$ cat src/design/etcl_pkg.sv
// Shared types and constants for the ESC throttle and current limiter.
// Used by the register bank, the serial divider and the top level; no dependencies.
package etcl_pkg;

   // Pulse width limits in timer counts
   localparam logic [11:0] PULSE_INVALID_ABOVE = 12'd300;
   localparam logic [11:0] PULSE_CLIP          = 12'd200;
   localparam logic [7:0]  PULSE_SPAN_TOP      = 8'd190;

   // Widths of the shared divider
   localparam int DIV_WIDTH     = 16;
   localparam int DIVISOR_WIDTH = 8;
   localparam int COUNT_WIDTH   = $clog2(DIV_WIDTH);

   // Configuration port
   localparam int CSR_INDEX_WIDTH = 3;
   localparam int CSR_DATA_WIDTH  = 10;

   localparam logic [CSR_INDEX_WIDTH-1:0] REG_MIN_PULSE     = 3'd0;
   localparam logic [CSR_INDEX_WIDTH-1:0] REG_MIN_DUTY      = 3'd1;
   localparam logic [CSR_INDEX_WIDTH-1:0] REG_FULL_DUTY     = 3'd2;
   localparam logic [CSR_INDEX_WIDTH-1:0] REG_TRIP_CURRENT  = 3'd3;
   localparam logic [CSR_INDEX_WIDTH-1:0] REG_AVERAGE_LIMIT = 3'd4;
   localparam logic [CSR_INDEX_WIDTH-1:0] REG_MANUAL_DUTY   = 3'd5;
   localparam logic [CSR_INDEX_WIDTH-1:0] REG_DOUBLE_WIDE   = 3'd6;

   // Register reset values
   localparam logic [7:0] RST_MIN_PULSE     = 8'd10;
   localparam logic [7:0] RST_MIN_DUTY      = 8'd1;
   localparam logic [7:0] RST_FULL_DUTY     = 8'd255;
   localparam logic [9:0] RST_TRIP_CURRENT  = 10'd200;
   localparam logic [7:0] RST_AVERAGE_LIMIT = 8'd65;
   localparam logic [7:0] RST_MANUAL_DUTY   = 8'd0;
   localparam logic       RST_DOUBLE_WIDE   = 1'b0;

   // Current register contents as seen by the datapath
   typedef struct packed {
      logic [7:0] min_pulse;
      logic [7:0] min_duty;
      logic [7:0] full_duty;
      logic [9:0] trip_current;
      logic [7:0] average_limit;
      logic [7:0] manual_duty;
      logic       double_wide;
   } cfg_type;

   // Divider result back to the sequencer
   typedef struct packed {
      logic                 done;
      logic [DIV_WIDTH-1:0] quotient;
   } div_status_type;

   // Sequencer states
   typedef enum logic [4:0] {
      ST_IDLE = 5'b00001,
      ST_MUL  = 5'b00010,
      ST_LOAD = 5'b00100,
      ST_WAIT = 5'b01000,
      ST_FIN  = 5'b10000
   } state_type;

endpackage

$ cat src/design/etcl_csr.sv
// Configuration register bank of the throttle and current limiter.
// Depends on etcl_pkg for register indexes, reset values and the cfg_type struct.
module etcl_csr (
   input  logic                                clock,
   input  logic                                reset,
   input  logic                                csr_write_enable,
   input  logic [etcl_pkg::CSR_INDEX_WIDTH-1:0] csr_index,
   input  logic [etcl_pkg::CSR_DATA_WIDTH-1:0]  csr_data,
   output etcl_pkg::cfg_type                   cfg
);

   etcl_pkg::cfg_type cfg_ff;
   etcl_pkg::cfg_type cfg_in;

   // Decode a write into the addressed register; unknown indexes are ignored.
   always_comb begin
      cfg_in = cfg_ff;
      if (csr_write_enable) begin
         case (csr_index)
            etcl_pkg::REG_MIN_PULSE:     cfg_in.min_pulse     = csr_data[7:0];
            etcl_pkg::REG_MIN_DUTY:      cfg_in.min_duty      = csr_data[7:0];
            etcl_pkg::REG_FULL_DUTY:     cfg_in.full_duty     = csr_data[7:0];
            etcl_pkg::REG_TRIP_CURRENT:  cfg_in.trip_current  = csr_data[9:0];
            etcl_pkg::REG_AVERAGE_LIMIT: cfg_in.average_limit = csr_data[7:0];
            etcl_pkg::REG_MANUAL_DUTY:   cfg_in.manual_duty   = csr_data[7:0];
            etcl_pkg::REG_DOUBLE_WIDE:   cfg_in.double_wide   = csr_data[0];
            default: ;
         endcase
      end
   end

   // Register bank with its reset values.
   always_ff @(posedge clock) begin
      if (reset) begin
         cfg_ff.min_pulse     <= etcl_pkg::RST_MIN_PULSE;
         cfg_ff.min_duty      <= etcl_pkg::RST_MIN_DUTY;
         cfg_ff.full_duty     <= etcl_pkg::RST_FULL_DUTY;
         cfg_ff.trip_current  <= etcl_pkg::RST_TRIP_CURRENT;
         cfg_ff.average_limit <= etcl_pkg::RST_AVERAGE_LIMIT;
         cfg_ff.manual_duty   <= etcl_pkg::RST_MANUAL_DUTY;
         cfg_ff.double_wide   <= etcl_pkg::RST_DOUBLE_WIDE;
      end else begin
         cfg_ff <= cfg_in;
      end
   end

   assign cfg = cfg_ff;

endmodule

$ cat src/design/etcl_divider.sv
// Restoring serial divider, one quotient bit per cycle, for the pulse scaling.
// Depends on etcl_pkg for widths and the div_status_type struct.
module etcl_divider (
   input  logic                                   clock,
   input  logic                                   reset,
   input  logic                                   start,
   input  logic [etcl_pkg::DIV_WIDTH-1:0]         dividend,
   input  logic [etcl_pkg::DIVISOR_WIDTH-1:0]     divisor,
   output etcl_pkg::div_status_type               status
);

   logic                                 busy_ff,    busy_in;
   logic                                 done_ff,    done_in;
   logic [etcl_pkg::COUNT_WIDTH-1:0]     count_ff,   count_in;
   logic [etcl_pkg::DIVISOR_WIDTH-1:0]   rem_ff,     rem_in;
   logic [etcl_pkg::DIVISOR_WIDTH-1:0]   divisor_ff, divisor_in;
   logic [etcl_pkg::DIV_WIDTH-1:0]       quo_ff,     quo_in;
   logic [etcl_pkg::DIVISOR_WIDTH:0]     rem_shift;
   logic                                 fits;

   // One restoring step: shift the next dividend bit into the remainder and
   // subtract the divisor where it fits.
   assign rem_shift = {rem_ff, quo_ff[etcl_pkg::DIV_WIDTH-1]};
   assign fits      = rem_shift >= {1'b0, divisor_ff};

   always_comb begin
      busy_in    = busy_ff;
      done_in    = 1'b0;
      count_in   = count_ff;
      rem_in     = rem_ff;
      divisor_in = divisor_ff;
      quo_in     = quo_ff;
      if (start) begin
         busy_in    = 1'b1;
         count_in   = '0;
         rem_in     = '0;
         divisor_in = divisor;
         quo_in     = dividend;
      end else if (busy_ff) begin
         rem_in   = fits ? etcl_pkg::DIVISOR_WIDTH'(rem_shift - {1'b0, divisor_ff})
                         : rem_shift[etcl_pkg::DIVISOR_WIDTH-1:0];
         quo_in   = {quo_ff[etcl_pkg::DIV_WIDTH-2:0], fits};
         count_in = count_ff + 1'b1;
         if (count_ff == etcl_pkg::COUNT_WIDTH'(etcl_pkg::DIV_WIDTH - 1)) begin
            busy_in = 1'b0;
            done_in = 1'b1;
         end
      end
   end

   // Control state is reset; the datapath registers are not.
   always_ff @(posedge clock) begin
      if (reset) begin
         busy_ff  <= 1'b0;
         done_ff  <= 1'b0;
         count_ff <= '0;
      end else begin
         busy_ff  <= busy_in;
         done_ff  <= done_in;
         count_ff <= count_in;
      end
   end

   always_ff @(posedge clock) begin
      rem_ff     <= rem_in;
      divisor_ff <= divisor_in;
      quo_ff     <= quo_in;
   end

   assign status.done     = done_ff;
   assign status.quotient = quo_ff;

endmodule

$ cat src/design/esc_throttle_current_limiter_top.sv
// A pass captures the transaction, registers the scaling product in ST_MUL, starts the
// 16-step serial divider used for pulse scaling in ST_LOAD, waits for it in ST_WAIT, and
// loads the result register in ST_FIN, waiting there while a held result sees rsp_stall.
// One transaction is in work at a time; req_stall is high until the pass completes.
// Reset (synchronous): registers to their reset values, setpoint and mean current to zero,
// duty ceiling to 255, warning LED on, no result pending.
module esc_throttle_current_limiter_top (
   input  logic                                 clock,
   input  logic                                 reset,
   input  logic                                 req_valid,
   output logic                                 req_stall,
   input  logic                                 req_bus_valid,
   input  logic [7:0]                           req_bus_throttle,
   input  logic                                 req_serial_valid,
   input  logic                                 req_pulse_valid,
   input  logic [11:0]                          req_pulse_width,
   input  logic [9:0]                           req_current_sample,
   input  logic                                 req_average_due,
   output logic                                 rsp_valid,
   input  logic                                 rsp_stall,
   output logic [7:0]                           rsp_duty,
   output logic [8:0]                           rsp_compare_a,
   output logic [7:0]                           rsp_compare_b,
   output logic                                 rsp_overcurrent,
   output logic                                 rsp_warning_led,
   output logic [7:0]                           rsp_mean_current,
   output logic [7:0]                           rsp_ceiling,
   input  logic                                 csr_write_enable,
   input  logic [etcl_pkg::CSR_INDEX_WIDTH-1:0]  csr_index,
   input  logic [etcl_pkg::CSR_DATA_WIDTH-1:0]   csr_data
);

   etcl_pkg::cfg_type        cfg;
   etcl_pkg::div_status_type div_status;
   etcl_pkg::state_type      state_ff, state_in;

   // Captured transaction
   logic       bus_valid_ff, serial_valid_ff, pulse_valid_ff, average_due_ff;
   logic [7:0] bus_throttle_ff;
   logic [11:0] pulse_width_ff;
   logic [9:0] current_ff;

   // Scaling operands prepared before the division
   logic [7:0]  w_eff;
   logic [8:0]  duty_span;
   logic [7:0]  duty_mag;
   logic [7:0]  pulse_diff;
   logic [15:0] product_ff, product_in;
   logic        neg_ff, neg_in;
   logic        below_ff, below_in;
   logic        steep_ff, steep_in;
   logic [7:0]  span_ff, span_in;

   // Controller state
   logic [7:0] setpoint_ff, setpoint_in;
   logic [7:0] mean_ff, mean_in;
   logic [7:0] ceiling_ff, ceiling_in;
   logic       led_ff, led_in;

   // Final pass values
   logic [17:0] scaled_val;
   logic [7:0]  pulse_setpoint;
   logic [7:0]  duty;
   logic [8:0]  compare_a;
   logic        over;
   logic [9:0]  current_eff;
   logic        accept;
   logic        finish;

   // Result register
   logic       rsp_valid_ff, rsp_valid_in;
   logic [7:0] rsp_duty_ff;
   logic [8:0] rsp_compare_a_ff;
   logic       rsp_over_ff;
   logic       rsp_led_ff;
   logic [7:0] rsp_mean_ff;
   logic [7:0] rsp_ceiling_ff;

   etcl_csr u_csr (
      .clock            (clock),
      .reset            (reset),
      .csr_write_enable (csr_write_enable),
      .csr_index        (csr_index),
      .csr_data         (csr_data),
      .cfg              (cfg)
   );

   etcl_divider u_divider (
      .clock    (clock),
      .reset    (reset),
      .start    (state_ff == etcl_pkg::ST_LOAD),
      .dividend (product_ff),
      .divisor  (span_ff),
      .status   (div_status)
   );

   assign req_stall = state_ff != etcl_pkg::ST_IDLE;
   assign accept    = req_valid && !req_stall;
   assign finish    = (state_ff == etcl_pkg::ST_FIN) && !(rsp_valid_ff && rsp_stall);

   // Sequencer: capture, multiply, divide, then settle the pass.
   always_comb begin
      state_in = state_ff;
      case (state_ff)
         etcl_pkg::ST_IDLE: if (accept) state_in = etcl_pkg::ST_MUL;
         etcl_pkg::ST_MUL:  state_in = etcl_pkg::ST_LOAD;
         etcl_pkg::ST_LOAD: state_in = etcl_pkg::ST_WAIT;
         etcl_pkg::ST_WAIT: if (div_status.done) state_in = etcl_pkg::ST_FIN;
         etcl_pkg::ST_FIN:  if (finish) state_in = etcl_pkg::ST_IDLE;
         default:           state_in = etcl_pkg::ST_IDLE;
      endcase
   end

   // Capture the transaction when it is accepted.
   always_ff @(posedge clock) begin
      if (accept) begin
         bus_valid_ff    <= req_bus_valid;
         bus_throttle_ff <= req_bus_throttle;
         serial_valid_ff <= req_serial_valid;
         pulse_valid_ff  <= req_pulse_valid;
         pulse_width_ff  <= req_pulse_width;
         current_ff      <= req_current_sample;
         average_due_ff  <= req_average_due;
      end
   end

   // Pulse clipping and the magnitude of the scaling product.
   always_comb begin
      if (pulse_width_ff > etcl_pkg::PULSE_INVALID_ABOVE) begin
         w_eff = 8'd0;
      end else if (pulse_width_ff > etcl_pkg::PULSE_CLIP) begin
         w_eff = etcl_pkg::PULSE_CLIP[7:0];
      end else begin
         w_eff = pulse_width_ff[7:0];
      end
      duty_span  = {1'b0, cfg.full_duty} - {1'b0, cfg.min_duty};
      duty_mag   = duty_span[8] ? 8'(-duty_span) : duty_span[7:0];
      pulse_diff = w_eff - cfg.min_pulse;
      neg_in     = duty_span[8];
      below_in   = w_eff <= cfg.min_pulse;
      steep_in   = cfg.min_pulse >= etcl_pkg::PULSE_SPAN_TOP;
      span_in    = etcl_pkg::PULSE_SPAN_TOP - cfg.min_pulse;
      product_in = {8'd0, duty_mag} * {8'd0, pulse_diff};
   end

   always_ff @(posedge clock) begin
      if (state_ff == etcl_pkg::ST_MUL) begin
         product_ff <= product_in;
         neg_ff     <= neg_in;
         below_ff   <= below_in;
         steep_ff   <= steep_in;
         span_ff    <= span_in;
      end
   end

   // Apply the signed quotient, map widths at or below the minimum to zero and out-of-range values to full duty.
   always_comb begin
      scaled_val = {10'd0, cfg.min_duty}
                 + (neg_ff ? 18'(-{2'b00, div_status.quotient}) : {2'b00, div_status.quotient});
      if (below_ff) begin
         pulse_setpoint = 8'd0;
      end else if (steep_ff) begin
         pulse_setpoint = cfg.full_duty;
      end else if (scaled_val[17] || (scaled_val[16:0] > {9'd0, cfg.full_duty})) begin
         pulse_setpoint = cfg.full_duty;
      end else begin
         pulse_setpoint = scaled_val[7:0];
      end
   end

   // Setpoint source selection, ceiling clamp, overcurrent trip and averaging.
   always_comb begin
      setpoint_in = setpoint_ff;
      led_in      = led_ff;
      mean_in     = mean_ff;
      ceiling_in  = ceiling_ff;
      if (bus_valid_ff) begin
         setpoint_in = bus_throttle_ff;
         led_in      = 1'b0;
      end else if (serial_valid_ff) begin
         setpoint_in = setpoint_ff;
      end else if (pulse_valid_ff) begin
         setpoint_in = pulse_setpoint;
         led_in      = 1'b0;
      end else begin
         if (setpoint_ff != 8'd0) setpoint_in = setpoint_ff - 1'b1;
         led_in = 1'b1;
      end
      if (setpoint_in > cfg.full_duty) setpoint_in = cfg.full_duty;

      duty = (cfg.manual_duty != 8'd0) ? cfg.manual_duty : setpoint_in;
      if (duty > ceiling_ff) begin
         duty   = ceiling_ff;
         led_in = 1'b1;
      end

      over        = current_ff > cfg.trip_current;
      current_eff = current_ff;
      if (over) begin
         duty        = 8'd0;
         led_in      = 1'b1;
         current_eff = current_ff - 1'b1;
      end
      compare_a = cfg.double_wide ? {duty, 1'b0} : {1'b0, duty};

      if (average_due_ff) begin
         if ({2'b00, mean_ff} < current_eff) begin
            if (mean_ff != 8'hFF) mean_in = mean_ff + 1'b1;
         end else if ({2'b00, mean_ff} > current_eff) begin
            mean_in = mean_ff - 1'b1;
         end
         if (mean_in > cfg.average_limit) begin
            if (ceiling_ff != 8'd0) ceiling_in = ceiling_ff - 1'b1;
            led_in = 1'b1;
         end else if (ceiling_ff < cfg.full_duty) begin
            ceiling_in = ceiling_ff + 1'b1;
         end
      end
   end

   // Output register handshake: filled at the end of a pass, emptied when taken.
   always_comb begin
      rsp_valid_in = rsp_valid_ff;
      if (rsp_valid_ff && !rsp_stall) rsp_valid_in = 1'b0;
      if (finish) rsp_valid_in = 1'b1;
   end

   // Control and controller state registers.
   always_ff @(posedge clock) begin
      if (reset) begin
         state_ff     <= etcl_pkg::ST_IDLE;
         rsp_valid_ff <= 1'b0;
         setpoint_ff  <= 8'd0;
         mean_ff      <= 8'd0;
         ceiling_ff   <= etcl_pkg::RST_FULL_DUTY;
         led_ff       <= 1'b1;
      end else begin
         state_ff     <= state_in;
         rsp_valid_ff <= rsp_valid_in;
         if (finish) begin
            setpoint_ff <= setpoint_in;
            mean_ff     <= mean_in;
            ceiling_ff  <= ceiling_in;
            led_ff      <= led_in;
         end
      end
   end

   // Result payload.
   always_ff @(posedge clock) begin
      if (finish) begin
         rsp_duty_ff      <= duty;
         rsp_compare_a_ff <= compare_a;
         rsp_over_ff      <= over;
         rsp_led_ff       <= led_in;
         rsp_mean_ff      <= mean_in;
         rsp_ceiling_ff   <= ceiling_in;
      end
   end

   assign rsp_valid        = rsp_valid_ff;
   assign rsp_duty         = rsp_duty_ff;
   assign rsp_compare_a    = rsp_compare_a_ff;
   assign rsp_compare_b    = rsp_duty_ff;
   assign rsp_overcurrent  = rsp_over_ff;
   assign rsp_warning_led  = rsp_led_ff;
   assign rsp_mean_current = rsp_mean_ff;
   assign rsp_ceiling      = rsp_ceiling_ff;

`ifndef SYNTHESIS
   // An accepted transaction keeps the input side stalled in the next cycle.
   a_busy_after_accept: assert property (@(posedge clock) disable iff (reset)
      accept |=> req_stall)
      else $error("input not stalled after accepting a transaction");

   // An overcurrent result carries zero duty and zero compare values and the LED on.
   a_trip_zeroes: assert property (@(posedge clock) disable iff (reset)
      (rsp_valid && rsp_overcurrent) |->
         (rsp_duty == 8'd0 && rsp_compare_a == 9'd0 && rsp_warning_led))
      else $error("overcurrent result with nonzero outputs");

   // The first compare value is the duty or twice the duty.
   a_compare_a: assert property (@(posedge clock) disable iff (reset)
      rsp_valid |-> (rsp_compare_a == {1'b0, rsp_duty} || rsp_compare_a == {rsp_duty, 1'b0}))
      else $error("compare_a does not follow duty");

   // A result appears only at the end of a pass.
   a_result_from_pass: assert property (@(posedge clock) disable iff (reset)
      $rose(rsp_valid) |-> $past(state_ff == etcl_pkg::ST_FIN))
      else $error("result raised outside the final step");
`endif

endmodule

$ cat config.mk
export PLATFORM = sky130hd
export DESIGN_NAME = esc_throttle_current_limiter_top
export DESIGN_NICKNAME = d
export VERILOG_FILES = /design/src/design/etcl_pkg.sv /design/src/design/etcl_csr.sv /design/src/design/etcl_divider.sv /design/src/design/esc_throttle_current_limiter_top.sv
export SDC_FILE = /design/constraint.sdc
export NUM_CORES = 1
export LEC_CHECK = 0
export ABC_AREA = 1
export BUFFER_PORTS_ARGS = -buffer_cell sky130_fd_sc_hd__buf_4
export CORE_MARGIN = 10
export CORE_UTILIZATION = 30
export DETAILED_ROUTE_END_ITERATION = 8
export GPL_TIMING_DRIVEN = 0
export PLACE_DENSITY_LB_ADDON = 0.12
export SLEW_MARGIN = 20
export SYNTH_ARGS = -nofsm -noshare
export SYNTH_HDL_FRONTEND = slang
export SYNTH_SLANG_ARGS = --single-unit
$ cat constraint.sdc
create_clock -name clock -period 7 [get_ports clock]
set_input_delay 1.05 -clock clock [delete_from_list [all_inputs] [get_ports clock]]
set_output_delay 1.05 -clock clock [all_outputs]
set_load 0.05 [all_outputs]
==> impl_metrics.json <==
{
  "status": "finished clean",
  "tightest_slew_ps": 868,
  "postLayoutCoreUtil_pct": 36.9,
  "ctsLongestPathBuffers": 3,
  "hpwlAfterDp_mm": 34.9,
  "synthesis.nets": 2148,
  "drt_first_pass_iters": 5,
  "pin_count": 97,
  "power.total_uw": 6030,
  "ys_ff_latch": 216,
  "yosys.area.top_type": "edfxtp_1",
  "start_util_pct": 30.2,
  "clock-sinks": 216,
  "n_antenna_cell": 0,
  "core.rowCount": 83,
  "max_stage_delay_ps": 550,
  "post-route-period-util_pct": 95.1,
  "drive_above_1_share_pct": 17.6,
  "synthCells": 1916,
  "viasPerCell": 4.71,
  "avgSynthCellArea_um2": 8.04,
  "drtIter0Drc": 707,
  "finalWorstSetupSlack_ps": 343,
  "layout_common_cells": "nand2_1 (338), inv_1 (289), nor2_1 (147), buf_4 (144), a21oi_1 (131)",
  "overflow": 0,
  "yosysSeqAreaShare_pct": 35.9,
  "cts_tree": "built",
  "required_ps": 7310,
  "core_area_um2": 51100,
  "root_buffer": "clkbuf_16",
  "critPathLaunchType": "register",
  "grt_pass1_vias": 12700,
  "ant_nets": 0,
  "finalWirelength_mm": 44.4,
  "numCtsBuffers": 28,
  "tns_ps": 0,
  "slowest_stage": "fa_1",
  "synthFlopType": "edfxtp_1",
  "hold_viol": 0,
  "nets": 2324,
  "post-place-ws_ps": -641,
  "clk_pin_slew_ps": 60,
  "grt_pass1_wl_mm": 69.0,
  "grt_max_degree": 45,
  "fp.dieH_um": 247,
  "drc": 0,
  "ys_types": 53,
  "antenna_found_initial": 4,
  "fin_worst_skew_ps": 28.5,
  "arrival_ps": 6970,
  "ys_warn_count": 0,
  "place.gp.congestion": 0.863,
  "portBuffers": 95,
  "clk_latency_ps": 590,
  "crit_top_cell": "a21oi_1",
  "layoutNonFillerInstCount": 2794,
  "max_freq_mhz": 150,
  "hold_class": "register to register",
  "synth.area.top_cells": "edfxtp_1 (23%), dfxtp_1 (12%), ha_1 (11%)",
  "dp_cells": 2697,
  "end_kind": "register",
  "timing.slew.headroom_pct": 42.1,
  "period_minus_slack_ps": 6660,
  "leakage_uw": 0.00862,
  "cts_max_level": 1,
  "critPathKind": "register to register",
  "grt_setup_unrepaired": "yes",
  "setup_violations": 0,
  "syn_area_um2": 15400,
  "irDropWorstVdd_mv": 0.418,
  "wl_per_cell_um": 15.9,
  "slew_viol_final": 0,
  "die_w_um": 247,
  "crit_fanout": 5,
  "area_growth_pct": 22.5,
  "num_vias": 13100,
  "grt_usage_pct": 14.1,
  "yosysTopAreaCellShare_pct": 23.4,
  "async_flop_share_pct": 0,
  "cellPowerDensity_nw_per_um2": 320,
  "die-area_um2": 60800,
  "max-cap-violations": 0,
  "layout_commonest_cell": "nand2_1",
  "synth_edf_count": 120
}
## flip-flops by register name (all words and copies together) (netlist names), 5 cells and up
signal / count
rsp_compare_a: 9
rsp_ceiling: 8
mean_ff: 8
bus_throttle_ff: 8
u_divider.quo_ff: 16
u_divider.rem_ff: 8
span_ff: 8
current_ff: 10
product_ff: 16
pulse_width_ff: 12
u_divider.divisor_ff: 8
ceiling_ff: 8
rsp_compare_b: 8
u_csr.cfg: 51
rsp_mean_current: 8
state_ff: 5
setpoint_ff: 8
## cell type report
cell class | count | area, um^2
Fill cell | 5327 | 32200
Multi-Input combinational cell | 1339 | 8960
Sequential cell | 216 | 5530
Inverter | 310 | 1170
Timing Repair Buffer | 146 | 1140
Tap cell | 680 | 851
Clock buffer | 39 | 795
Buffer | 51 | 259
Clock inverter | 13 | 179
## synth_stat cells (all sizes together) (13+ instances only)
library cell and n:
a21oi 145, buf 15, clkbuf 37, dfxtp 96
edfxtp 120, fa 40, ha 140, inv 306
nand2 388, nand3 119, nand4 29, nor2 165
nor3 14, o211ai 31, o21ai 126, xnor2 13
xor2 63
## worst max-delay path, delay by kind of cell (launching register included)
kind	cells	cell delay (ps)
adder cells (fa/ha/maj)	7	2730
AO/OA/AOI/OAI	14	2020
flip-flops	1	350
XOR/XNOR	2	300
AND/OR/NAND/NOR	4	350
buffers and inverters	7	630
## per-stage QoR
step	hold WS, ps	area (um^2)
global placement	402	17000
global route	433	18900
CTS	414	18100
finish	417	18900
detailed placement	410	17000
floorplan	400	15400
## layer usage
metal  vias up  part of all wire [%]  track usage [%]
met3        40                   5.1             2.37
met1      6157                    49             19.9
met5         -                 0.090                0
met4         6                   1.5             3.16
li1       6692                     -                -
met2       253                    44             22.3
## power breakdown
part | switching, uW | internal (uW) | total [uW]
Clock | 605 | 911 | 1520
Combinational | 1610 | 1280 | 2890
Sequential | 41.8 | 1580 | 1630
Total | 2260 | 3780 | 6030
## final timing paths
check	start	end	slack (ps)	cells past startpoint
worst min register to register	span_ff[7]	u_divider.divisor_ff[7]	420	0
worst max-delay path	u_csr.cfg[27]	product_ff[15]	340	34
worst max register to register	u_csr.cfg[27]	product_ff[15]	340	34
worst min-delay path	span_ff[7]	u_divider.divisor_ff[7]	420	0
## kinds of logic after synthesis
kind of cell    count (synthesis)  synth area share, %
simple gates                  730                 21.4
buf+inv                       362                 9.05
compound gates                352                 12.8
flops                         216                 35.9
fa+ha+maj                     180                 16.6
xor+xnor                       76                 4.37
## repair_timing
action,in CTS,in global routing
endpoints found under the setup margin,25,24
pin swaps,4,25
hold buffers,0,0
gates resized for setup,19,123
buffers inserted,6,38
gates cloned,0,2
Power figures use the tool's default switching activity.
